**config.mk**
```make
export PLATFORM = sky130hd
export DESIGN_NAME = polyline_length_polygon_area_top
export DESIGN_NICKNAME = d
export VERILOG_FILES = /design/src/hdl/plpa_pkg.sv /design/src/hdl/plpa_front.sv /design/src/hdl/plpa_queue.sv /design/src/hdl/plpa_back.sv /design/src/hdl/polyline_length_polygon_area_top.sv
export SDC_FILE = /design/constraint.sdc
export NUM_CORES = 2
export LEC_CHECK = 0
export BUFFER_PORTS_ARGS = -buffer_cell sky130_fd_sc_hd__buf_2
export CORE_ASPECT_RATIO = 0.75
export CORE_MARGIN = 2
export CORE_UTILIZATION = 57
export DETAILED_ROUTE_END_ITERATION = 7
export PLACE_DENSITY_LB_ADDON = 0.25
export SLEW_MARGIN = 20
export SYNTH_ARGS = -nofsm -noshare
export SYNTH_HDL_FRONTEND = slang
export SYNTH_SLANG_ARGS = --single-unit
```
**constraint.sdc**
```tcl
create_clock -name clk_i -period 10.8 [get_ports clk_i]
set_clock_uncertainty 0.2 [all_clocks]
set_input_delay 3.24 -clock clk_i [delete_from_list [all_inputs] [get_ports clk_i]]
set_output_delay 3.24 -clock clk_i [all_outputs]
set_load 0.1 [all_outputs]
```
**src/hdl/plpa_pkg.sv**
```systemverilog
// package for the polyline length and polygon area block
// holds widths, payload structs and status codes; no dependencies
package plpa_pkg;

  localparam int COORD_BITS = 16;
  localparam int FRAC_BITS  = 8;
  localparam int MAX_POINTS = 1024;
  localparam int MIN_POINTS = 3;

  localparam int IN_W    = 16;
  localparam int LEN_W   = 35;
  localparam int AREA_W  = 40;
  localparam int CROSS_W = 48;

  localparam int CNT_W  = $clog2(MAX_POINTS + 1);
  localparam int MUL_W  = COORD_BITS + 1;
  localparam int PROD_W = 2 * MUL_W;
  localparam int SQ_W   = PROD_W;
  localparam int RAD_W  = SQ_W + 2 * FRAC_BITS;
  localparam int ROOT_W = RAD_W / 2;
  localparam int REM_W  = ROOT_W + 3;
  localparam int ITER_W = $clog2(ROOT_W);

  localparam int QUEUE_DEPTH = 2;
  localparam int QPTR_W      = $clog2(QUEUE_DEPTH);
  localparam int QCNT_W      = $clog2(QUEUE_DEPTH + 1);

  typedef enum logic [1:0] {
    STAT_OK       = 2'd0,
    STAT_NOT_SHUT = 2'd1,
    STAT_FEW_PTS  = 2'd2
  } status_e;

  typedef logic signed [COORD_BITS-1:0] coord_t;

  typedef struct packed {
    logic signed [IN_W-1:0] point_x;
    logic signed [IN_W-1:0] point_y;
    logic                   last_point;
  } in_item_t;

  typedef struct packed {
    logic [LEN_W-1:0]  path_length;
    logic [AREA_W-1:0] enclosed_area;
    status_e           status;
  } out_item_t;

  // one classified vertex: current point, previous point, run position
  typedef struct packed {
    coord_t x;
    coord_t y;
    coord_t px;
    coord_t py;
    logic   first;
    logic   last;
  } seg_item_t;

endpackage

```
**src/hdl/plpa_front.sv**
```systemverilog
// front end: takes vertex transfers, pairs each vertex with the previous
// one and marks run start; uses plpa_pkg
module plpa_front import plpa_pkg::*; (
  input  logic      clk_i,
  input  logic      rst_ni,
  input  logic      in_valid_i,
  output logic      in_stall_o,
  input  in_item_t  in_data_i,
  input  logic      q_full_i,
  output logic      push_o,
  output seg_item_t push_data_o
);

  coord_t x, y;
  coord_t prev_x_q, prev_y_q;
  logic   run_start_q;

  assign x = in_data_i.point_x[COORD_BITS-1:0];
  assign y = in_data_i.point_y[COORD_BITS-1:0];

  assign in_stall_o = q_full_i;
  assign push_o     = in_valid_i & ~q_full_i;

  always_comb begin
    push_data_o.x     = x;
    push_data_o.y     = y;
    push_data_o.px    = prev_x_q;
    push_data_o.py    = prev_y_q;
    push_data_o.first = run_start_q;
    push_data_o.last  = in_data_i.last_point;
  end

  always_ff @(posedge clk_i or negedge rst_ni) begin
    if (!rst_ni) begin
      prev_x_q    <= '0;
      prev_y_q    <= '0;
      run_start_q <= 1'b1;
    end else if (push_o) begin
      prev_x_q    <= x;
      prev_y_q    <= y;
      run_start_q <= in_data_i.last_point;
    end
  end

endmodule

```
**src/hdl/plpa_queue.sv**
```systemverilog
// short queue between front and back end
// depends on plpa_pkg for depth and entry type
module plpa_queue import plpa_pkg::*; (
  input  logic      clk_i,
  input  logic      rst_ni,
  input  logic      push_i,
  input  seg_item_t push_data_i,
  output logic      full_o,
  input  logic      pop_i,
  output logic      valid_o,
  output seg_item_t data_o
);

  seg_item_t         entries_q [QUEUE_DEPTH];
  logic [QPTR_W-1:0] wr_ptr_q, rd_ptr_q;
  logic [QCNT_W-1:0] count_q;

  assign full_o  = (count_q == QCNT_W'(QUEUE_DEPTH));
  assign valid_o = (count_q != '0);
  assign data_o  = entries_q[rd_ptr_q];

  function automatic logic [QPTR_W-1:0] ptr_inc(input logic [QPTR_W-1:0] p);
    if (p == QPTR_W'(QUEUE_DEPTH - 1)) return '0;
    return p + 1'b1;
  endfunction

  always_ff @(posedge clk_i) begin
    if (push_i) begin
      entries_q[wr_ptr_q] <= push_data_i;
    end
  end

  always_ff @(posedge clk_i or negedge rst_ni) begin
    if (!rst_ni) begin
      wr_ptr_q <= '0;
      rd_ptr_q <= '0;
      count_q  <= '0;
    end else begin
      if (push_i) wr_ptr_q <= ptr_inc(wr_ptr_q);
      if (pop_i)  rd_ptr_q <= ptr_inc(rd_ptr_q);
      if (push_i && !pop_i) begin
        count_q <= count_q + 1'b1;
      end else if (pop_i && !push_i) begin
        count_q <= count_q - 1'b1;
      end
    end
  end

  a_count_bound: assert property (@(posedge clk_i) disable iff (!rst_ni)
    count_q <= QCNT_W'(QUEUE_DEPTH))
    else $error("queue count beyond depth");

endmodule

```
**src/hdl/plpa_back.sv**
```systemverilog
// back end: shared multiplier, bit-serial square root, saturating sums and
// the result register; depends on plpa_pkg
module plpa_back import plpa_pkg::*; (
  input  logic      clk_i,
  input  logic      rst_ni,
  input  logic      closed_mode_i,
  input  logic      q_valid_i,
  input  seg_item_t q_data_i,
  output logic      pop_o,
  output logic      out_valid_o,
  input  logic      out_stall_i,
  output out_item_t out_data_o
);

  typedef enum logic [3:0] {
    S_IDLE = 4'b0001,
    S_MUL  = 4'b0010,
    S_ROOT = 4'b0100,
    S_ACC  = 4'b1000
  } state_e;

  typedef enum logic [1:0] {
    MS_DXX = 2'd0,
    MS_DYY = 2'd1,
    MS_PXY = 2'd2,
    MS_XPY = 2'd3
  } mul_step_e;

  state_e    state_q;
  mul_step_e step_q;
  seg_item_t cur_q;

  logic signed [PROD_W-1:0] dxx_q, dyy_q, pxy_q, xpy_q;
  logic [RAD_W-1:0]         rad_q;
  logic [REM_W-1:0]         rem_q;
  logic [ROOT_W-1:0]        root_q;
  logic [ITER_W-1:0]        iter_q;

  coord_t                   first_x_q, first_y_q;
  logic [CNT_W-1:0]         cnt_q;
  logic [LEN_W-1:0]         len_q;
  logic signed [CROSS_W-1:0] cross_q;

  logic      out_valid_q;
  out_item_t out_q;

  logic signed [MUL_W-1:0]  dx, dy, mul_a, mul_b;
  logic signed [PROD_W-1:0] prod;
  logic [SQ_W-1:0]          sq;
  logic [REM_W-1:0]         rem_sh, trial;
  logic                     root_bit;

  logic [CNT_W-1:0]          cnt_new;
  logic [LEN_W:0]            len_sum;
  logic [LEN_W-1:0]          len_next;
  logic signed [CROSS_W:0]   cross_sum;
  logic signed [CROSS_W-1:0] cross_next;
  logic [CROSS_W-1:0]        cross_mag;
  logic [CROSS_W-2:0]        area_full;
  logic [AREA_W-1:0]         area_sat;
  coord_t                    fx, fy;
  status_e                   stat;
  out_item_t                 res;
  logic                      acc_go, out_load;

  assign pop_o = (state_q == S_IDLE) && q_valid_i;

  // segment deltas and multiplier operand select
  always_comb begin
    dx = MUL_W'(cur_q.x) - MUL_W'(cur_q.px);
    dy = MUL_W'(cur_q.y) - MUL_W'(cur_q.py);
    case (step_q)
      MS_DXX: begin
        mul_a = dx;
        mul_b = dx;
      end
      MS_DYY: begin
        mul_a = dy;
        mul_b = dy;
      end
      MS_PXY: begin
        mul_a = MUL_W'(cur_q.px);
        mul_b = MUL_W'(cur_q.y);
      end
      MS_XPY: begin
        mul_a = MUL_W'(cur_q.x);
        mul_b = MUL_W'(cur_q.py);
      end
      default: begin
        mul_a = '0;
        mul_b = '0;
      end
    endcase
    prod = mul_a * mul_b;
  end

  // one root digit per cycle
  always_comb begin
    sq       = SQ_W'(dxx_q) + SQ_W'(dyy_q);
    rem_sh   = {rem_q[REM_W-3:0], rad_q[RAD_W-1 -: 2]};
    trial    = {1'b0, root_q, 2'b01};
    root_bit = (rem_sh >= trial);
  end

  // accumulate and classify
  always_comb begin
    cnt_new = (cnt_q < CNT_W'(MAX_POINTS)) ? cnt_q + 1'b1 : cnt_q;

    len_sum  = {1'b0, len_q} + (LEN_W + 1)'(root_q);
    len_next = cur_q.first ? len_q : (len_sum[LEN_W] ? '1 : len_sum[LEN_W-1:0]);

    cross_sum = (CROSS_W + 1)'(cross_q) + (CROSS_W + 1)'(pxy_q) - (CROSS_W + 1)'(xpy_q);
    if (cur_q.first) begin
      cross_next = cross_q;
    end else if (cross_sum[CROSS_W] != cross_sum[CROSS_W-1]) begin
      cross_next = cross_sum[CROSS_W] ? {1'b1, {(CROSS_W - 1){1'b0}}}
                                      : {1'b0, {(CROSS_W - 1){1'b1}}};
    end else begin
      cross_next = cross_sum[CROSS_W-1:0];
    end

    cross_mag = cross_next[CROSS_W-1] ? (~cross_next + 1'b1) : cross_next;
    area_full = cross_mag[CROSS_W-1:1];
    area_sat  = (area_full[CROSS_W-2:AREA_W] != '0) ? '1 : area_full[AREA_W-1:0];

    fx = cur_q.first ? cur_q.x : first_x_q;
    fy = cur_q.first ? cur_q.y : first_y_q;

    if (!closed_mode_i) begin
      stat = STAT_OK;
    end else if (cur_q.x != fx || cur_q.y != fy) begin
      stat = STAT_NOT_SHUT;
    end else if (cnt_new < CNT_W'(MIN_POINTS)) begin
      stat = STAT_FEW_PTS;
    end else begin
      stat = STAT_OK;
    end

    res.status        = stat;
    res.path_length   = (stat == STAT_OK) ? len_next : '0;
    res.enclosed_area = (closed_mode_i && stat == STAT_OK) ? area_sat : '0;

    acc_go   = !(cur_q.last && out_valid_q && out_stall_i);
    out_load = (state_q == S_ACC) && cur_q.last && acc_go;
  end

  always_ff @(posedge clk_i) begin
    if (pop_o) begin
      cur_q <= q_data_i;
    end
    if (state_q == S_MUL) begin
      case (step_q)
        MS_DXX:  dxx_q <= prod;
        MS_DYY:  dyy_q <= prod;
        MS_PXY:  pxy_q <= prod;
        MS_XPY:  xpy_q <= prod;
        default: dxx_q <= prod;
      endcase
    end
    if (state_q == S_MUL && step_q == MS_XPY) begin
      rad_q  <= RAD_W'(sq) << (2 * FRAC_BITS);
      rem_q  <= '0;
      root_q <= '0;
    end else if (state_q == S_ROOT) begin
      rad_q  <= rad_q << 2;
      rem_q  <= root_bit ? rem_sh - trial : rem_sh;
      root_q <= {root_q[ROOT_W-2:0], root_bit};
    end
    if (out_load) begin
      out_q <= res;
    end
  end

  always_ff @(posedge clk_i or negedge rst_ni) begin
    if (!rst_ni) begin
      state_q     <= S_IDLE;
      step_q      <= MS_DXX;
      iter_q      <= '0;
      first_x_q   <= '0;
      first_y_q   <= '0;
      cnt_q       <= '0;
      len_q       <= '0;
      cross_q     <= '0;
      out_valid_q <= 1'b0;
    end else begin
      if (out_load) begin
        out_valid_q <= 1'b1;
      end else if (!out_stall_i) begin
        out_valid_q <= 1'b0;
      end
      case (state_q)
        S_IDLE: begin
          if (pop_o) begin
            step_q  <= MS_DXX;
            state_q <= q_data_i.first ? S_ACC : S_MUL;
          end
        end
        S_MUL: begin
          step_q <= mul_step_e'(step_q + 1'b1);
          if (step_q == MS_XPY) begin
            iter_q  <= '0;
            state_q <= S_ROOT;
          end
        end
        S_ROOT: begin
          iter_q <= iter_q + 1'b1;
          if (iter_q == ITER_W'(ROOT_W - 1)) begin
            state_q <= S_ACC;
          end
        end
        S_ACC: begin
          if (acc_go) begin
            if (cur_q.last) begin
              cnt_q   <= '0;
              len_q   <= '0;
              cross_q <= '0;
            end else begin
              cnt_q   <= cnt_new;
              len_q   <= len_next;
              cross_q <= cross_next;
            end
            if (cur_q.first) begin
              first_x_q <= cur_q.x;
              first_y_q <= cur_q.y;
            end
            state_q <= S_IDLE;
          end
        end
        default: state_q <= S_IDLE;
      endcase
    end
  end

  assign out_valid_o = out_valid_q;
  assign out_data_o  = out_q;

  a_root_done: assert property (@(posedge clk_i) disable iff (!rst_ni)
    (state_q == S_ROOT && iter_q == ITER_W'(ROOT_W - 1)) |=> (state_q == S_ACC))
    else $error("square root did not finish after its last digit");

  a_cnt_bound: assert property (@(posedge clk_i) disable iff (!rst_ni)
    cnt_q <= CNT_W'(MAX_POINTS))
    else $error("point count beyond its limit");

  a_err_zero: assert property (@(posedge clk_i) disable iff (!rst_ni)
    (out_load && res.status != STAT_OK)
      |=> (out_q.path_length == '0 && out_q.enclosed_area == '0))
    else $error("error result carries nonzero length or area");

  a_open_no_area: assert property (@(posedge clk_i) disable iff (!rst_ni)
    (out_load && !closed_mode_i) |=> (out_q.enclosed_area == '0 && out_q.status == STAT_OK))
    else $error("open mode result carries area or error");

endmodule

```
**src/hdl/polyline_length_polygon_area_top.sv**
```systemverilog
// top level of the polyline length and polygon area block; uses plpa_pkg,
// plpa_front, plpa_queue and plpa_back
// a segment vertex goes through the back end in order: dequeue, products dx*dx, dy*dy, px*y, x*py
// on the shared multiplier, a ROOT_W-digit square root and accumulate; the first vertex of a run goes
// from dequeue to accumulate; the result register loads when a run's closing vertex is accumulated
// reset clears all running sums and sets closed mode; config write takes effect next cycle
module polyline_length_polygon_area_top import plpa_pkg::*; (
  input  logic      clk_i,
  input  logic      rst_ni,
  input  logic      in_valid_i,
  output logic      in_stall_o,
  input  in_item_t  in_data_i,
  output logic      out_valid_o,
  input  logic      out_stall_i,
  output out_item_t out_data_o,
  input  logic      cfg_valid_i,
  output logic      cfg_ready_o,
  input  logic      cfg_data_i
);

  logic      closed_mode_q;
  logic      push, full, pop, q_valid;
  seg_item_t push_data, q_data;

  assign cfg_ready_o = 1'b1;

  always_ff @(posedge clk_i or negedge rst_ni) begin
    if (!rst_ni) begin
      closed_mode_q <= 1'b1;
    end else if (cfg_valid_i && cfg_ready_o) begin
      closed_mode_q <= cfg_data_i;
    end
  end

  plpa_front u_front (
    .clk_i       (clk_i),
    .rst_ni      (rst_ni),
    .in_valid_i  (in_valid_i),
    .in_stall_o  (in_stall_o),
    .in_data_i   (in_data_i),
    .q_full_i    (full),
    .push_o      (push),
    .push_data_o (push_data)
  );

  plpa_queue u_queue (
    .clk_i       (clk_i),
    .rst_ni      (rst_ni),
    .push_i      (push),
    .push_data_i (push_data),
    .full_o      (full),
    .pop_i       (pop),
    .valid_o     (q_valid),
    .data_o      (q_data)
  );

  plpa_back u_back (
    .clk_i         (clk_i),
    .rst_ni        (rst_ni),
    .closed_mode_i (closed_mode_q),
    .q_valid_i     (q_valid),
    .q_data_i      (q_data),
    .pop_o         (pop),
    .out_valid_o   (out_valid_o),
    .out_stall_i   (out_stall_i),
    .out_data_o    (out_data_o)
  );

endmodule

```
==> qor.csv <==
stage,metric,value,unit
die,rows,92,
detailed_routing,wl,115000,um
clock_tree,numCtsBuffers,69,
clock_tree,clock-sinks,672,
worst_hold_path,hold_path_class,register to register,
placed_design,hpwl,86000,um
yosys,synth_area,0.0482,mm^2
clock_tree,clk_pin_slew,0.07,ns
timing,final_hold_viol_count,0,
yosys,synth_edf_count,445,
yosys,yosys_most_used_dff,edfxtp_1,
detailed_routing,drt_iter0_markers,3121,
grt,grt_overflow,0,
grt,grtUsageTotal,0.266,
die,die_area,0.0868,mm^2
detailed_routing,route.detailed.wl_per_inst,18.9,um
yosys,synth_xor_area_frac,0.0417,
timing,timing.fmax,97.6,MHz
grt,grt_pass1_vias,34300,
worst_setup_path,crit_top_cell,fa_1,
placed_design,gp_congestion,0.947,
worst_setup_path,cp.arrival,10.41,ns
die,start_util,0.575,
grt,antenna_found_initial,0,
grt,grt_max_degree,71,
yosys,ys_types,103,
placed_design,portBuffers,117,
worst_setup_path,cpMaxStageDelayCell,fa_1,
yosys,syn_area_per_cell,10.0,um^2
yosys,synthCells,4796,
timing,drv_slew,0,
worst_setup_path,max_stage_delay,0.55,ns
yosys,synth.largest_area_cell,edfxtp_1,
timing,setup_violations,0,
yosys,ys_top_cells_by_area,"edfxtp_1 (28%), fa_1 (15%), dfrtp_1 (9.0%)",
clock_tree,tritoncts,built,
worst_hold_path,whs_path_depth,2,
detailed_routing,via_per_inst,5.81,
yosys,synth-simple-area-share,0.129,
timing,fin_crit,10.25,ns
detailed_routing,drtPass1Iterations,5,
layout,area_growth,9.09,%
yosys,synth_top_cell_area_share,0.278,
worst_setup_path,cp.required,10.96,ns
yosys,synthAdderAreaFrac,0.213,
die,ios,119,
yosys,yosysMostFrequentCell,inv_1,
worst_setup_path,crit_type,register to register,
layout,drive_gt1_frac,0.104,
yosys,synth-seq-cells,672,
die,coreArea,0.0838,mm^2
layout,final_cell_count_no_fill,6069,
clock_tree,root_buffer,clkbuf_16,
yosys,synth_top_family_by_area,adder cells,
yosys,synth_mux_area_frac,0.0270,
worst_setup_path,startpoint_type,register,
clock_tree,cts_hold_buf,0,
worst_setup_path,path_max_fanout,14,
die,die_h,256,um
layout,nNetsFinal,5534,
timing,maxSlewHeadroom,0.237,
timing,setup_tns,0,ns
detailed_routing,drc,0,
detailed_routing,antenna_left,0,
placed_design,dp.cells,5939,
clock_tree,h-tree-depth,3,
flow_run,maxCapViolCount,0,
yosys,syn_nets,5446,
clock_tree,postCtsSetupBuffers,0,
timing,max_slew.worst_pin.slew,1.15,ns
yosys,synth_compound_area_frac,0.132,
yosys,async_flop_share,0.262,
layout,diodes,0,
clock_tree,clock_path_buffers,3,
grt,grt_pass1_wl,186000,um
yosys,ys_seq_area_frac,0.390,
detailed_routing,vias,35300,
yosys,ys_warn_count,0,
worst_setup_path,worst_setup_path_end_kind,register,
die,die_w,340,um
worst_setup_path,reg2regPathDepth,39,
outcome,outcome,completed,
clock_tree,clock_latency,0.63,ns
yosys,synth_commonest_cells,"inv_1 (667), nand2_1 (506), edfxtp_1 (445)",
timing,finalCritPeriodShare,0.949,
clock_tree,post_cts_resized,0,
layout make-up:
class / instances / area, um^2
clock buffer: 87 / 1920
clock inverter: 41 / 433
fill: 6893 / 31300
inverter: 668 / 2510
multi-input combinational: 3278 / 26300
sequential: 672 / 18800
tap: 1128 / 1410
timing repair buffer: 195 / 1200
state kept, by name, summed over array words and instances, names as in the netlist, 25 cells and up:
signal / flops
u_back.len_q: 35
u_back.rad_q: 34
u_back.cur_q: 66
u_back.cross_q: 48
u_back.pxy_q: 34
u_back.rem_q: 26
u_back.out_data_o: 77
u_back.xpy_q: 34
u_queue.entries_q: 132
u_back.dxx_q: 34
u_back.root_q: 25
u_back.dyy_q: 34
layer usage:
metal	global-route usage	share of wire	wire length, um
met1	0.405	0.46	53300
met2	0.394	0.43	49100
met3	0.0491	0.087	9950
met4	0.0662	0.022	2490
met5	0	0	0
kinds of logic (layout without fill, tap and decap cells):
kind of cell    after synthesis  in the layout
mux                         117            117
flops                       672            672
xor+xnor                    229            229
simple gates               1359           1359
buf+inv                     846            991
fa+ha+maj                   611            611
compound gates              961            961
other cells                   1              1
placed cells by master, fill, tap and decap left out, types with 31 or more instances in the layout:
cell type	Yosys	layout
and2_1	47	46
or3_1	33	32
fa_1	349	349
nand2_1	506	503
edfxtp_1	445	445
nor2b_1	33	33
a21o_1	66	66
nand3_1	99	99
inv_1	667	666
dfxtp_1	51	51
and3_1	38	37
o21a_1	35	35
nand2b_1	54	54
clkbuf_16	0	71
nor2_1	373	369
o21ai_0	246	243
a31oi_1	34	33
buf_2	10	116
ha_1	262	262
a21oi_1	233	230
xor2_1	69	69
xnor2_1	160	159
dfrtp_1	173	172
o22ai_1	37	37
buf_4	1	76
mux2_2	101	101
a211oi_1	32	31
nor3_1	62	62
critical path: cells and delay by family (launching register included):
| kind | cells | cell delay, ns |
|---|---|---|
| DFF | 1 | 0.43 |
| xor gates and xnor gates | 1 | 0.12 |
| buffers and inverters | 6 | 0.69 |
| and+or+nand+nor | 2 | 0.47 |
| adders and majority gates | 9 | 4.08 |
| AOI/OAI and AO/OA | 21 | 3.96 |
metrics by stage:
| stage | utilization | area [um^2] | setup slack (ns) | hold WS [ns] |
|---|---|---|---|---|
| after floorplan | - | 48200 | 0.944 | 0.241 |
| after global placement | 0.598 | 50100 | 0.660 | 0.248 |
| after detailed placement | 0.598 | 50100 | 0.331 | 0.256 |
| after CTS | 0.626 | 52400 | 0.298 | 0.265 |
| after global routing | 0.627 | 52500 | -0.0137 | 0.285 |
| final | 0.627 | 52500 | 0.550 | 0.268 |
path summary, 6_finish.rpt:
check / start / to / slack, ns
min reg2reg: u_front.run_start_q$_DFFE_PN1P_ / u_front.run_start_q$_DFFE_PN1P_ / 0.27
min: u_front.run_start_q$_DFFE_PN1P_ / u_front.run_start_q$_DFFE_PN1P_ / 0.27
max in group asynchronous: rst_ni / u_back.cross_q[41]$_DFFE_PN0P_ / 6.56
max reg2reg: u_back.cur_q[34]$_DFFE_PP_ / u_back.pxy_q[33]$_DFFE_PP_ / 0.55
max: u_back.cur_q[34]$_DFFE_PP_ / u_back.pxy_q[33]$_DFFE_PP_ / 0.55
min in group asynchronous: rst_ni / u_back.len_q[5]$_DFFE_PN0P_ / 2.40
Power is not shown: default switching activity piles up to over one toggle a cycle in this logic, so the estimate is an artifact.
